--- config.mk ---
export PLATFORM = sky130hd
export DESIGN_NAME = square_sine_tone_synth
export DESIGN_NICKNAME = d
export VERILOG_FILES = /design/src/design/sst_pkg.sv /design/src/design/sst_front.sv /design/src/design/sst_back.sv /design/src/design/square_sine_tone_synth.sv
export VERILOG_INCLUDE_DIRS = /design/src /design/src/design
export SDC_FILE = /design/constraint.sdc
export NUM_CORES = 2
export LEC_CHECK = 0
export BUFFER_PORTS_ARGS = -buffer_cell sky130_fd_sc_hd__buf_2
export CORE_AREA = 2 2 382 422
export CTS_BUF_LIST = sky130_fd_sc_hd__clkbuf_8
export CTS_CLUSTER_SIZE = 20
export DETAILED_ROUTE_END_ITERATION = 10
export DIE_AREA = 0 0 384 424
export PLACE_DENSITY = 0.6
export SLEW_MARGIN = 20
export SYNTH_ARGS = -nofsm -noshare
export SYNTH_HDL_FRONTEND = slang
export SYNTH_SLANG_ARGS = --single-unit
--- constraint.sdc ---
create_clock -name aclk -period 14.2 [get_ports aclk]
set_input_delay 4.26 -clock aclk [delete_from_list [all_inputs] [get_ports aclk]]
set_output_delay 4.26 -clock aclk [all_outputs]
set_load 0.03 [all_outputs]
--- src/design/square_sine_tone_synth_assert.svh ---
// assertion macros for the square/sine tone synthesizer
// no dependencies; included by the top level, which provides aclk and aresetn
`ifndef SQUARE_SINE_TONE_SYNTH_ASSERT_SVH
`define SQUARE_SINE_TONE_SYNTH_ASSERT_SVH
`ifndef SYNTHESIS
`define SST_ASSERT_IMP(lbl, ante, cons) \
    lbl: assert property (@(posedge aclk) disable iff (!aresetn) (ante) |-> (cons)) \
        else $error("sst: implication check failed");
`define SST_ASSERT_NXT(lbl, ante, cons) \
    lbl: assert property (@(posedge aclk) disable iff (!aresetn) (ante) |=> (cons)) \
        else $error("sst: next-cycle check failed");
`else
`define SST_ASSERT_IMP(lbl, ante, cons)
`define SST_ASSERT_NXT(lbl, ante, cons)
`endif
`endif

--- src/design/sst_pkg.sv ---
// shared types and constants of the square/sine tone synthesizer
// no dependencies; used by sst_front, sst_back and square_sine_tone_synth
package sst_pkg;

    // op codes of an input item
    localparam logic OP_LOAD = 1'b0;
    localparam logic OP_TICK = 1'b1;

    // configuration register indexes
    localparam logic [1:0] REG_SAMPLE_FORMAT = 2'd0;
    localparam logic [1:0] REG_PHASE_SCALE   = 2'd1;
    localparam logic [1:0] REG_SQUARE_SHARE  = 2'd2;
    localparam logic [1:0] REG_VOLUME        = 2'd3;

    localparam int CFG_DATA_W = 24;

    // register reset values
    localparam logic        RST_SAMPLE_FORMAT = 1'b1;
    localparam logic [23:0] RST_PHASE_SCALE   = 24'd97391;
    localparam logic [15:0] RST_SQUARE_SHARE  = 16'd16384;
    localparam logic [15:0] RST_VOLUME        = 16'd32768;

    // sample format codes
    localparam logic FMT_U8  = 1'b0;
    localparam logic FMT_S16 = 1'b1;

    localparam logic [15:0] ONE_Q15 = 16'h8000;

    // odd degree-9 sine polynomial, q30
    localparam logic [30:0] SQ_C1 = 31'd1686629713;
    localparam logic [30:0] SQ_C3 = 31'd693598668;
    localparam logic [30:0] SQ_C5 = 31'd85569306;
    localparam logic [30:0] SQ_C7 = 31'd5026995;
    localparam logic [30:0] SQ_C9 = 31'd172272;
    localparam logic [30:0] HORNER_COEF [4] = '{SQ_C7, SQ_C5, SQ_C3, SQ_C1};

    // command queue between front and back
    localparam int QUEUE_DEPTH = 2;
    localparam int QUEUE_AW    = $clog2(QUEUE_DEPTH);
    localparam logic [QUEUE_AW:0] QUEUE_FULL = (QUEUE_AW + 1)'(QUEUE_DEPTH);

    typedef struct packed {
        logic        is_load;
        logic [15:0] frequency;
        logic [23:0] tone_length;
        logic [23:0] pause_length;
    } sst_cmd_t;

    typedef struct packed {
        logic [QUEUE_AW:0] level;
        logic              full;
    } sst_front_st_t;

    typedef struct packed {
        logic idle;
        logic tone_pending;
        logic pause_pending;
    } sst_back_st_t;

endpackage

--- src/design/sst_front.sv ---
// front end: accepts input items, decodes the op and queues commands
// depends on sst_pkg
module sst_front
    import sst_pkg::*;
(
    input  logic          aclk,
    input  logic          aresetn,
    input  logic          s_valid,
    output logic          s_ready,
    input  logic          s_op,
    input  logic [15:0]   s_frequency,
    input  logic [23:0]   s_tone_length,
    input  logic [23:0]   s_pause_length,
    output sst_cmd_t      q_cmd,
    output logic          q_valid,
    input  logic          q_ready,
    output sst_front_st_t front_st
);

    sst_cmd_t            entry_reg [QUEUE_DEPTH];
    logic [QUEUE_AW-1:0] wr_ptr_reg, wr_ptr_next;
    logic [QUEUE_AW-1:0] rd_ptr_reg, rd_ptr_next;
    logic [QUEUE_AW:0]   level_reg, level_next;
    logic                push, pop;
    sst_cmd_t            cmd_in;

    always_comb begin
        cmd_in.is_load      = (s_op == OP_LOAD);
        cmd_in.frequency    = s_frequency;
        cmd_in.tone_length  = s_tone_length;
        cmd_in.pause_length = s_pause_length;
    end

    assign s_ready = (level_reg != QUEUE_FULL);
    assign q_valid = (level_reg != '0);
    assign q_cmd   = entry_reg[rd_ptr_reg];
    assign push    = s_valid && s_ready;
    assign pop     = q_valid && q_ready;

    assign front_st.level = level_reg;
    assign front_st.full  = !s_ready;

    always_comb begin
        wr_ptr_next = push ? wr_ptr_reg + 1'b1 : wr_ptr_reg;
        rd_ptr_next = pop ? rd_ptr_reg + 1'b1 : rd_ptr_reg;
        level_next  = level_reg;
        if (push && !pop) begin
            level_next = level_reg + 1'b1;
        end else if (pop && !push) begin
            level_next = level_reg - 1'b1;
        end
    end

    always_ff @(posedge aclk) begin
        if (!aresetn) begin
            wr_ptr_reg <= '0;
            rd_ptr_reg <= '0;
            level_reg  <= '0;
        end else begin
            wr_ptr_reg <= wr_ptr_next;
            rd_ptr_reg <= rd_ptr_next;
            level_reg  <= level_next;
        end
    end

    always_ff @(posedge aclk) begin
        if (push) begin
            entry_reg[wr_ptr_reg] <= cmd_in;
        end
    end

endmodule

--- src/design/sst_back.sv ---
// back end: tone state, sine polynomial on a shared multiplier, blend, gain,
// sample formatting and the output register; depends on sst_pkg
module sst_back
    import sst_pkg::*;
#(
    parameter int PHASE_BITS      = 32,
    parameter int TABLE_ADDR_BITS = 10,
    parameter int COUNT_BITS      = 24
) (
    input  logic               aclk,
    input  logic               aresetn,
    input  sst_cmd_t           q_cmd,
    input  logic               q_valid,
    output logic               q_ready,
    input  logic               sample_format,
    input  logic [23:0]        phase_scale,
    input  logic [15:0]        square_share,
    input  logic [15:0]        volume,
    output logic               m_valid,
    input  logic               m_ready,
    output logic signed [15:0] m_sample,
    output logic               m_in_pause,
    output logic               m_last,
    output sst_back_st_t       back_st
);

    localparam int QB = TABLE_ADDR_BITS - 2;
    localparam logic [QB:0] QSIZE = (QB + 1)'(1) << QB;
    localparam logic [32:0] COUNT_MAX = (33'd1 << COUNT_BITS) - 33'd1;

    typedef enum logic [6:0] {
        ST_IDLE   = 7'b0000001,
        ST_SQR    = 7'b0000010,
        ST_HORNER = 7'b0000100,
        ST_ROOT   = 7'b0001000,
        ST_BLEND  = 7'b0010000,
        ST_GAIN   = 7'b0100000,
        ST_EMIT   = 7'b1000000
    } state_t;

    state_t state_reg, state_next;

    logic [PHASE_BITS-1:0] phase_acc_reg, phase_acc_next;
    logic [PHASE_BITS-1:0] phase_step_reg, phase_step_next;
    logic [COUNT_BITS-1:0] tone_left_reg, tone_left_next;
    logic [COUNT_BITS-1:0] pause_left_reg, pause_left_next;
    logic [1:0]            step_reg, step_next;

    // datapath registers
    logic [30:0]        x_reg, x_next;
    logic [30:0]        x2_reg, x2_next;
    logic [30:0]        h_reg, h_next;
    logic               neg_half_reg, neg_half_next;
    logic [15:0]        s_mag_reg, s_mag_next;
    logic signed [31:0] m_reg, m_next;
    logic [45:0]        v_mag_reg, v_mag_next;
    logic               v_neg_reg, v_neg_next;
    logic               res_pause_reg, res_pause_next;
    logic               res_last_reg, res_last_next;

    logic               m_valid_reg, m_valid_next;
    logic signed [15:0] m_sample_reg, m_sample_next;
    logic               m_in_pause_reg, m_in_pause_next;
    logic               m_last_reg, m_last_next;

    // shared multiplier
    logic [31:0] mul_a, mul_b;
    logic [63:0] prod;

    logic [TABLE_ADDR_BITS-1:0] addr;
    logic [1:0]                 quad;
    logic [QB:0]                p_adj;
    logic [32:0]                tone33, pause33;
    logic [32:0]                rnd;
    logic [17:0]                rq;
    logic [15:0]                share_c, vol_c;
    logic [16:0]                wsin;
    logic signed [31:0]         term_sq, term_sin;
    logic [31:0]                m_abs;
    logic [60:0]                t16;
    logic [52:0]                t8;
    logic [15:0]                q16;
    logic [7:0]                 q8;
    logic signed [9:0]          u8;
    logic [15:0]                s16_val;
    logic [15:0]                s8_val;
    logic                       out_free;

    assign prod = mul_a * mul_b;

    assign addr  = phase_acc_reg[PHASE_BITS-1 -: TABLE_ADDR_BITS];
    assign quad  = addr[TABLE_ADDR_BITS-1 -: 2];
    assign p_adj = quad[0] ? QSIZE - {1'b0, addr[QB-1:0]} : {1'b0, addr[QB-1:0]};

    assign tone33  = 33'(q_cmd.tone_length);
    assign pause33 = 33'(q_cmd.pause_length);

    assign share_c = (square_share > ONE_Q15) ? ONE_Q15 : square_share;
    assign vol_c   = (volume > ONE_Q15) ? ONE_Q15 : volume;
    assign wsin    = 17'(ONE_Q15) - 17'(share_c);

    // square term follows the sign of the sine, zero counts as negative
    assign term_sq  = $signed({1'b0, share_c, 15'd0});
    assign term_sin = $signed({1'b0, prod[30:0]});
    assign m_abs    = m_reg[31] ? 32'(-m_reg) : 32'(m_reg);

    // rounding of the q30 sine to q15
    assign rnd = 33'(prod[61:30]) + 33'd16384;
    assign rq  = rnd[32:15];

    // 32767*v and 127*v by shift and subtract
    assign t16 = {v_mag_reg, 15'd0} - 61'(v_mag_reg);
    assign t8  = {v_mag_reg, 7'd0} - 53'(v_mag_reg);
    assign q16 = t16[60:45];
    assign q8  = (v_neg_reg && (t8[44:0] != '0)) ? t8[52:45] + 8'd1 : t8[52:45];

    always_comb begin
        s16_val = v_neg_reg ? 16'(-q16) : q16;
        u8      = v_neg_reg ? 10'sd127 - $signed({2'b00, q8})
                            : 10'sd127 + $signed({2'b00, q8});
        if (u8 < 10'sd0) begin
            s8_val = 16'd0;
        end else if (u8 > 10'sd254) begin
            s8_val = 16'd254;
        end else begin
            s8_val = 16'(unsigned'(u8));
        end
    end

    assign out_free = !m_valid_reg || m_ready;

    always_comb begin
        mul_a = '0;
        mul_b = '0;
        unique case (state_reg)
            ST_IDLE: begin
                mul_a = 32'(q_cmd.frequency);
                mul_b = 32'(phase_scale);
            end
            ST_SQR: begin
                mul_a = 32'(x_reg);
                mul_b = 32'(x_reg);
            end
            ST_HORNER: begin
                mul_a = 32'(x2_reg);
                mul_b = 32'(h_reg);
            end
            ST_ROOT: begin
                mul_a = 32'(x_reg);
                mul_b = 32'(h_reg);
            end
            ST_BLEND: begin
                mul_a = 32'(wsin);
                mul_b = 32'(s_mag_reg);
            end
            ST_GAIN: begin
                mul_a = m_abs;
                mul_b = 32'(vol_c);
            end
            ST_EMIT: begin
                mul_a = '0;
                mul_b = '0;
            end
            default: begin
                mul_a = '0;
                mul_b = '0;
            end
        endcase
    end

    always_comb begin
        state_next      = state_reg;
        phase_acc_next  = phase_acc_reg;
        phase_step_next = phase_step_reg;
        tone_left_next  = tone_left_reg;
        pause_left_next = pause_left_reg;
        step_next       = step_reg;
        x_next          = x_reg;
        x2_next         = x2_reg;
        h_next          = h_reg;
        neg_half_next   = neg_half_reg;
        s_mag_next      = s_mag_reg;
        m_next          = m_reg;
        v_mag_next      = v_mag_reg;
        v_neg_next      = v_neg_reg;
        res_pause_next  = res_pause_reg;
        res_last_next   = res_last_reg;
        m_valid_next    = m_valid_reg && !m_ready;
        m_sample_next   = m_sample_reg;
        m_in_pause_next = m_in_pause_reg;
        m_last_next     = m_last_reg;
        q_ready         = 1'b0;

        unique case (state_reg)
            ST_IDLE: begin
                q_ready = 1'b1;
                if (q_valid) begin
                    if (q_cmd.is_load) begin
                        phase_acc_next  = '0;
                        phase_step_next = prod[PHASE_BITS-1:0];
                        tone_left_next  = (tone33 > COUNT_MAX) ? COUNT_MAX[COUNT_BITS-1:0]
                                                               : tone33[COUNT_BITS-1:0];
                        pause_left_next = (pause33 > COUNT_MAX) ? COUNT_MAX[COUNT_BITS-1:0]
                                                                : pause33[COUNT_BITS-1:0];
                    end else if (tone_left_reg != '0) begin
                        x_next         = 31'(p_adj) << (30 - QB);
                        neg_half_next  = quad[1];
                        phase_acc_next = phase_acc_reg + phase_step_reg;
                        tone_left_next = tone_left_reg - 1'b1;
                        res_pause_next = 1'b0;
                        res_last_next  = (tone_left_reg == COUNT_BITS'(1))
                                         && (pause_left_reg == '0);
                        state_next     = ST_SQR;
                    end else if (pause_left_reg != '0) begin
                        pause_left_next = pause_left_reg - 1'b1;
                        res_pause_next  = 1'b1;
                        res_last_next   = (pause_left_reg == COUNT_BITS'(1));
                        state_next      = ST_EMIT;
                    end
                end
            end
            ST_SQR: begin
                x2_next    = prod[60:30];
                h_next     = SQ_C9;
                step_next  = '0;
                state_next = ST_HORNER;
            end
            ST_HORNER: begin
                h_next    = HORNER_COEF[step_reg] - prod[60:30];
                step_next = step_reg + 1'b1;
                if (step_reg == 2'd3) begin
                    state_next = ST_ROOT;
                end
            end
            ST_ROOT: begin
                s_mag_next = (rq > 18'd32768) ? ONE_Q15 : rq[15:0];
                state_next = ST_BLEND;
            end
            ST_BLEND: begin
                if (!neg_half_reg && (s_mag_reg != '0)) begin
                    m_next = neg_half_reg ? term_sq - term_sin : term_sq + term_sin;
                end else begin
                    m_next = neg_half_reg ? -term_sq - term_sin : -term_sq + term_sin;
                end
                state_next = ST_GAIN;
            end
            ST_GAIN: begin
                v_mag_next = prod[45:0];
                v_neg_next = m_reg[31];
                state_next = ST_EMIT;
            end
            ST_EMIT: begin
                if (out_free) begin
                    m_valid_next    = 1'b1;
                    m_in_pause_next = res_pause_reg;
                    m_last_next     = res_last_reg;
                    if (res_pause_reg) begin
                        m_sample_next = '0;
                    end else if (sample_format == FMT_S16) begin
                        m_sample_next = $signed(s16_val);
                    end else begin
                        m_sample_next = $signed(s8_val);
                    end
                    state_next = ST_IDLE;
                end
            end
            default: begin
                state_next = ST_IDLE;
            end
        endcase
    end

    always_ff @(posedge aclk) begin
        if (!aresetn) begin
            state_reg      <= ST_IDLE;
            phase_acc_reg  <= '0;
            phase_step_reg <= '0;
            tone_left_reg  <= '0;
            pause_left_reg <= '0;
            m_valid_reg    <= 1'b0;
        end else begin
            state_reg      <= state_next;
            phase_acc_reg  <= phase_acc_next;
            phase_step_reg <= phase_step_next;
            tone_left_reg  <= tone_left_next;
            pause_left_reg <= pause_left_next;
            m_valid_reg    <= m_valid_next;
        end
    end

    always_ff @(posedge aclk) begin
        step_reg       <= step_next;
        x_reg          <= x_next;
        x2_reg         <= x2_next;
        h_reg          <= h_next;
        neg_half_reg   <= neg_half_next;
        s_mag_reg      <= s_mag_next;
        m_reg          <= m_next;
        v_mag_reg      <= v_mag_next;
        v_neg_reg      <= v_neg_next;
        res_pause_reg  <= res_pause_next;
        res_last_reg   <= res_last_next;
        m_sample_reg   <= m_sample_next;
        m_in_pause_reg <= m_in_pause_next;
        m_last_reg     <= m_last_next;
    end

    assign m_valid    = m_valid_reg;
    assign m_sample   = m_sample_reg;
    assign m_in_pause = m_in_pause_reg;
    assign m_last     = m_last_reg;

    assign back_st.idle          = (state_reg == ST_IDLE);
    assign back_st.tone_pending  = (tone_left_reg != '0);
    assign back_st.pause_pending = (pause_left_reg != '0);

endmodule

--- src/design/square_sine_tone_synth.sv ---
// channel   ports                           accepted when
// ------    -----                           -------------
// input     s_valid s_ready s_op s_freq..   s_valid && s_ready
// result    m_valid m_ready m_sample ..     m_valid && m_ready
// config    cfg_we cfg_index cfg_wdata      cfg_we
//
// a load, or a tick with nothing pending (no result), ends in the back end's idle
// state; a pause tick goes on to emit, a tone tick through square, horner, root,
// blend, gain and emit: the sine polynomial, blend and gain run one after another
// on a single 32x32 multiplier. reset is synchronous and clears control state,
// counters and config registers; no clearing pass. a 2-deep command queue and the
// output register let input and output stall apart.
// top level of the square/sine tone synthesizer; holds the configuration registers
// depends on sst_pkg, sst_front, sst_back and square_sine_tone_synth_assert.svh
`include "square_sine_tone_synth_assert.svh"

module square_sine_tone_synth
    import sst_pkg::*;
#(
    parameter int PHASE_BITS      = 32,
    parameter int TABLE_ADDR_BITS = 10,
    parameter int COUNT_BITS      = 24
) (
    input  logic                  aclk,
    input  logic                  aresetn,
    input  logic                  cfg_we,
    input  logic [1:0]            cfg_index,
    input  logic [CFG_DATA_W-1:0] cfg_wdata,
    input  logic                  s_valid,
    output logic                  s_ready,
    input  logic                  s_op,
    input  logic [15:0]           s_frequency,
    input  logic [23:0]           s_tone_length,
    input  logic [23:0]           s_pause_length,
    output logic                  m_valid,
    input  logic                  m_ready,
    output logic signed [15:0]    m_sample,
    output logic                  m_in_pause,
    output logic                  m_last
);

    logic        sample_format_reg;
    logic [23:0] phase_scale_reg;
    logic [15:0] square_share_reg;
    logic [15:0] volume_reg;

    sst_cmd_t      q_cmd;
    logic          q_valid;
    logic          q_ready;
    sst_front_st_t front_st;
    sst_back_st_t  back_st;

    always_ff @(posedge aclk) begin
        if (!aresetn) begin
            sample_format_reg <= RST_SAMPLE_FORMAT;
            phase_scale_reg   <= RST_PHASE_SCALE;
            square_share_reg  <= RST_SQUARE_SHARE;
            volume_reg        <= RST_VOLUME;
        end else if (cfg_we) begin
            unique case (cfg_index)
                REG_SAMPLE_FORMAT: sample_format_reg <= cfg_wdata[0];
                REG_PHASE_SCALE:   phase_scale_reg   <= cfg_wdata[23:0];
                REG_SQUARE_SHARE:  square_share_reg  <= cfg_wdata[15:0];
                REG_VOLUME:        volume_reg        <= cfg_wdata[15:0];
                default: begin
                end
            endcase
        end
    end

    sst_front u_front (
        .aclk           (aclk),
        .aresetn        (aresetn),
        .s_valid        (s_valid),
        .s_ready        (s_ready),
        .s_op           (s_op),
        .s_frequency    (s_frequency),
        .s_tone_length  (s_tone_length),
        .s_pause_length (s_pause_length),
        .q_cmd          (q_cmd),
        .q_valid        (q_valid),
        .q_ready        (q_ready),
        .front_st       (front_st)
    );

    sst_back #(
        .PHASE_BITS      (PHASE_BITS),
        .TABLE_ADDR_BITS (TABLE_ADDR_BITS),
        .COUNT_BITS      (COUNT_BITS)
    ) u_back (
        .aclk          (aclk),
        .aresetn       (aresetn),
        .q_cmd         (q_cmd),
        .q_valid       (q_valid),
        .q_ready       (q_ready),
        .sample_format (sample_format_reg),
        .phase_scale   (phase_scale_reg),
        .square_share  (square_share_reg),
        .volume        (volume_reg),
        .m_valid       (m_valid),
        .m_ready       (m_ready),
        .m_sample      (m_sample),
        .m_in_pause    (m_in_pause),
        .m_last        (m_last),
        .back_st       (back_st)
    );

    // pause samples are silent in both formats
    `SST_ASSERT_IMP(a_pause_silent, m_valid && m_in_pause, m_sample == 16'sd0)
    // input stalls only on a full queue
    `SST_ASSERT_IMP(a_stall_full, !s_ready, front_st.level == QUEUE_FULL)
    // the back end pops only when idle
    `SST_ASSERT_IMP(a_pop_idle, q_valid && q_ready, back_st.idle)
    // a load is finished in the cycle it is taken
    `SST_ASSERT_NXT(a_load_done, q_valid && q_ready && q_cmd.is_load, back_st.idle)

endmodule

[After elaboration in Yosys (flattened, before gate mapping)]
Memories as Yosys holds them, arrays and structs flattened. A register that Yosys moved wholly into a read port is not among the register bits.
Index checks and enable logic that the tools add are counted.
Widths: inputs -> output; s select.
Cells by class
  add/subtract/negate cells: 24
  multiply operators: 1
  order comparisons: 8
  equal/unequal tests: 20
  mux-type cells: 48
  bitwise logic cells: 3
  reductions and logical operators: 39
Operators with widths (number)
  $mux 32: 6
  $mux 24: 7
  $pmux 32 s5: 1
  $pmux 31 s5: 1
  $add 32x32->32: 2
  $mux 16: 4
  $bmux 31 s2: 1
  $mul 32x31->62: 1
  $mux 31: 2
  $pmux 31 s2: 1
  $sub 61x46->61: 1
  $sub 53x46->53: 1
  $pmux 7 s7: 1
  $eq 24x1->1 const B: 2
  $gt 24x24->1 const B: 2
  $reduce_bool 24->1: 2
  $sub 24x1->24 const B: 2
  $reduce_bool 45->1: 1
  $mux 7: 6
  $add 32x15->33 const B: 1
  $add 31x31->32: 1
  $gt 16x16->1 const B: 2
  $neg 31->32: 1
  $neg 32->32: 1
  47 further kinds: 93
Word-level totals
  bits in registers: 370
  bits in writable memories: 130
  bits of input ports: 96
  output and inout bits: 20
  word-level logic and storage cells: 172
  memories kept: 1
Memory list
  u_front.entry_reg: words 2, width 65, rd ports 1, clocked after Yosys merged registers in 1, wr ports 1, line sst_front.sv:20  | sst_cmd_t entry_reg [QUEUE_DEPTH];

[Longest topological paths before layout]
  word-level depth: 10
  gate-level depth with buffers: 58
  mapped depth without buffers: 57

[Cells and area by module]
A second synthesis with hierarchy kept.
Second synthesis, totals
  cell total of the unflattened synthesis: 7071
  area, all modules: 63382.0 um^2
By module, submodules not included
  sst_back: times used 1, cells each 6613, area each 56180.1 um^2, seq. area each 8077.7 um^2
  sst_front: times used 1, cells each 228, area each 4926.0 um^2, seq. area each 4003.8 um^2
  square_sine_tone_synth: times used 1, cells each 230, area each 2275.9 um^2, seq. area each 1141.1 um^2

[Worst setup path after synthesis]
No wires, ideal clock.
  path kind: register -> register
  start point: register square_share_reg[5]
  end point: register u_back.h_reg[24] (data pin)
  setup time: 269 ps
  arrival time: 12830 ps
  data required time: 13931 ps
  path slack: 1101 ps
  cell stages (with the launch flop): 56
  path buffers: 2
  period minus slack after synthesis: 13099 ps
  cell sequence: dfxtp_1 nor4_1 nand3_1 o41a_1 nor2_1 inv_1 ha_1 nand2_1 or3_1 or3_1 nor2_1 or4b_2 xor2_1 a21o_1 clkbuf_1 clkbuf_1 nand2_1 fa_1 [... 20 more ...] inv_1 fa_1 a21o_1 a21oi_1 o21bai_1 a21oi_1 o21bai_1 a21oi_1 nor2b_1 o311ai_0 a21oi_1 o31ai_1 a21oi_1 o2111ai_1 a21oi_1 o21ai_0 nor3b_1 nor3_1
On the way
  word-level cells in the longest chain between the ends: 7
RTL lines
  start, declared: line square_sine_tone_synth.sv:44  | logic [15:0] square_share_reg;
  start signal, assigned: line square_sine_tone_synth.sv:63  | REG_SQUARE_SHARE: square_share_reg <= cfg_wdata[15:0];
  $gt 16x16->1: line sst_back.sv:98  | assign share_c = (square_share > ONE_Q15) ? ONE_Q15 : square_share;
  $mux 16 (*): line sst_back.sv:98
  $sub 16x16->17 (*): line sst_back.sv:100  | assign wsin = 17'(ONE_Q15) - 17'(share_c);
  $pmux 32 s5 (*): line sst_back.sv:135  | unique case (state_reg)
  $mul 32x31->62 (*): line sst_back.sv:89  | assign prod = mul_a * mul_b;
  via u_back.prod[30]: line sst_back.sv:68  | logic [63:0] prod;
  $sub 31x31->31 (*): line sst_back.sv:229  | h_next = HORNER_COEF[step_reg] - prod[60:30];
  $pmux 31 s2 (*): line sst_back.sv:194  | unique case (state_reg)
  end signal, assigned: line sst_back.sv:295  | h_reg <= h_next;
  end, declared: line sst_back.sv:52  | logic [30:0] h_reg, h_next;
The timed path passes the listed nets; every way through them passes the cells marked *.
A chain may end at the register's enable or synchronous reset.

[Final worst setup path]
  start point: register square_share_reg[7]
  end point: register u_back.s_mag_reg[1] (data pin)
On the way
  word-level cells in the longest chain between the ends: 7
RTL lines
  $gt 16x16->1: line sst_back.sv:98
  $mux 16 (*): line sst_back.sv:98
  $sub 16x16->17 (*): line sst_back.sv:100
  $pmux 32 s5 (*): line sst_back.sv:135
  $mul 32x31->62 (*): line sst_back.sv:89
  via u_back.prod[45]: line sst_back.sv:68
  $add 32x15->33 (*): line sst_back.sv:108  | assign rnd = 33'(prod[61:30]) + 33'd16384;
  $gt 18x16->1: line sst_back.sv:236  | s_mag_next = (rq > 18'd32768) ? ONE_Q15 : rq[15:0];
  end signal, assigned: line sst_back.sv:297  | s_mag_reg <= s_mag_next;
  end, declared: line sst_back.sv:54  | logic [15:0] s_mag_reg, s_mag_next;
Marks and branches as above.

==> results.md <==
- The first-iteration detailed-routing DRC count is around 4800.
- From left edge to right edge, the die measures 384 µm.
- The storage element area is 0.01323 mm².
- The largest total area in the synthesized netlist belongs to fa_1.
- The via count of the first global-routing pass is 53230.
- In the routed design, unresolved DRC markers number 0.
- The final worst clock skew is about 0.062 ns.
- The run finished with clean final reports.
- In the final routed layout, each cell accounts on average for 22.68 µm.
- The count of clock tree sinks is ~500.
- STA classifies the critical path endpoint as a flop.
- The number of pins with negative max-slew slack in the final report is 0.
- In this run, synthesis inferred ~320 flip-flops with an integrated enable.
- The highest achievable clock rate is around 73 MHz.
- The die outline height is 424 µm.
- The routability congestion estimate from global placement is 0.9984.
- The standard cell core area is approximately 0.16 mm².
- The die footprint is 0.1628 mm².
- The H-tree was split into 3 levels.
- The later pin in the worst-skew pair is clocked with a latency of 0.78 ns.
- The effective utilization at floorplan is 0.3960.
- The number of vias per cell after detailed routing is 5.565.
- In the global route stage, overall resource usage came out at 0.2615.
- Counting flops and latches in the post-synthesis netlist gives around 500.
- The min-delay analysis places its worst path in the category reg -> reg.
- Max-cap violations in this run came to 0.
- The area growth from synthesis to layout is 8.939%.
- After synthesis, the cell types taking the most area are fa_1 28%, edfxtp_1 15%, ha_1 8.8%.
- The post-route core utilization is 0.4314.
- In the layout the commonest cells are 1086 x inv_1, 1044 x nand2_1, 868 x fa_1.
- The final global-route overflow total is 0.
- The finished cells cover approximately 0.07 mm².
- The number of buffers added by the clock tree synthesis step is between 80 and 90.
- The number of antenna violations at the first check in global routing was 16.
- The number of distinct library cells after synthesis is 107.
- The period utilization is 0.9639.
- The maximum number of pins on one net before global-route repair is 79.
- The total of fill cells in the finished design is roughly 16000.
- The number of hold buffers added after CTS is 0.
- TritonCTS built the clock tree.
- For this run, the slowest stage of the critical path takes around 0.64 ns.
- For this design, the slowest cell found on the critical path is or4b_2.
- The post-synthesis async set-or-reset flop share is 0.
- Detailed placement finished with a half-perimeter wire length of 170500 µm.
- Among all flip-flop cells after synthesis, the most frequent one is edfxtp_1.
- The initialized floorplan defines around 150 standard-cell rows.
- The most numerous cell on the critical path is fa_1.
- In the final layout, the multi-input gates occupy 0.04485 mm².
- The setup violation total in the final timing report is 0.
- The number of optimization iterations in the first detailed-route pass is 6.
- In the final timing run, aggregate negative setup slack is 0 ns.
- For the pin with the worst max-slew slack, the measured transition is ~1.1 ns.
- The worst-path maximum fanout is 12.
- The number of endpoints with negative hold slack in the final report is 0.
- The average cell area after synthesis is 8.847 µm².
- The number of vias after detailed routing is 52220.
- At the worst endpoint, the arrival time is 14.19 ns.
- The register with the most flip-flops in the layout has 130 of them.
- The wire length of the first global-routing pass is 323800 µm.
- The cell at the root of the clock tree is clkbuf_8.
- The clock transition at the register clock pins on the worst setup and hold paths after CTS is 0.06 ns.
- The remaining antenna violation count after routing is 0.
- Setup repair after global routing left no endpoint under its margin.
- The synthesis warning total is 0.
- The kind of critical path is reg -> reg.
- Pin placement for this block handled 116 I/O pins.
- The minimum period implied by the final worst setup slack is 13.69 ns.
- The synthesized area is 0.06295 mm².
- The headroom to the max-slew limit is 0.2383.
- The deepest clock path buffer count is 3.
- Synthesis handed over a netlist of 7115 instances.
- The share of synthesized area in the top cell type comes to 0.2761.
- In the final layout, the share of cells above drive strength 1 is 0.08211.
- The leading cell type in the layout, fill and taps excluded is inv_1.
- The area of placed instances is 0.06672 mm².
- The count of buffers added on input and output ports is about 120.
- The overall routed net length is 212900 µm.
- STA classifies the critical path startpoint as a flop.
- For this run, the post-layout net count is around 8600.
- The fraction of the yosys area taken by sequential cells is 0.2101.
- For the worst setup path, the data required time is 14.70 ns.
[worst paths after layout]
check	start	end	slack, ns	cells past startpoint
worst min-delay path	phase_scale_reg[15]	phase_scale_reg[15]	0.46	2
worst min register to register	phase_scale_reg[15]	phase_scale_reg[15]	0.46	2
worst max-delay path	square_share_reg[7]	u_back.s_mag_reg[1]	0.51	50
worst max register to register	square_share_reg[7]	u_back.s_mag_reg[1]	0.51	50
[final cells by class]
class | instances | area share
Antenna cell | 7 | 0.0002554
Clock buffer | 92 | 0.01847
Clock inverter | 67 | 0.006185
Inverter | 1071 | 0.05866
Multi-Input combinational cell | 5220 | 0.6541
Sequential cell | 501 | 0.1929
Tap cell | 2106 | 0.03843
Timing Repair Buffer | 320 | 0.03107
[cells by family after synthesis]
family,share of synthesized area
and+or+nand+nor,0.1677
buffers and inverters,0.08404
adders and majority gates,0.3645
AOI/OAI and AO/OA,0.1230
DFF,0.2101
xor gates and xnor gates,0.03916
muxes,0.01137
other,0.0001193
[metal layers]
metal / wire (µm) / share of wire / global-route usage / vias up
li1: - / - / - / 23480
met4: 10510 / 0.049 / 0.1152 / 8
met5: 61 / 0.00029 / 0 / -
met2: 97950 / 0.46 / 0.4153 / 2032
met3: 17320 / 0.081 / 0.04966 / 449
met1: 87010 / 0.41 / 0.3463 / 26260
[stage by stage]
stage	cells	hold WS (ns)	worst slack (ns)
after detailed placement	9216	0.4534	0.05859
after floorplan	7127	0.4003	1.101
final	9384	0.4605	0.5124
after CTS	9375	0.4624	0.06437
after global routing	9381	0.4775	0.03234
after global placement	9216	0.4464	0.3667
[Yosys cell counts (8+ instances only)]
cell type  instances
a211oi_1          43
nor4_1            38
nand4_1           39
o31ai_1           24
a22oi_1           60
dfxtp_1          182
xnor2_1          173
or3_1             49
inv_1           1066
ha_1             445
o31a_1             8
buf_1             18
a221oi_1          31
o21a_1            42
nand4b_1           8
and3_1            37
o22ai_1           13
nand3b_1          18
nand2_1         1046
and2_1            88
or4_1             15
xor2_1           104
a21o_1            98
nor2b_1           46
nand3_1           97
o21ai_0          240
a21oi_1          357
a31oi_1           52
or2_2             18
a31o_2             8
o21bai_1          23
clkbuf_1         312
a22o_1            25
a221o_1           17
o211ai_1          29
mux2i_1           58
nor3_1           122
nor3b_1           13
mux2_2            12
nand2b_1          52
a2111oi_0         11
fa_1             868
edfxtp_1         319
nor3_2            11
nor2_1           615
[worst max-delay path, delay by kind of cell (launching register included)]
family	cells	cell delay, ns
xor gates and xnor gates	1	0.21
adders and majority gates	11	4.85
buffers and inverters	9	1.12
DFF	1	0.39
and+or+nand+nor	19	4.44
AOI/OAI and AO/OA	10	2.41
[what timing repair did]
item	4_1_cts	5_1_grt
resized for setup	0	28
endpoints found under the setup margin	0	30
setup buffers	0	2
Power is left out: the tool's default activity adds up to more than one toggle a clock period on the data nets, which glitch-free logic cannot reach.
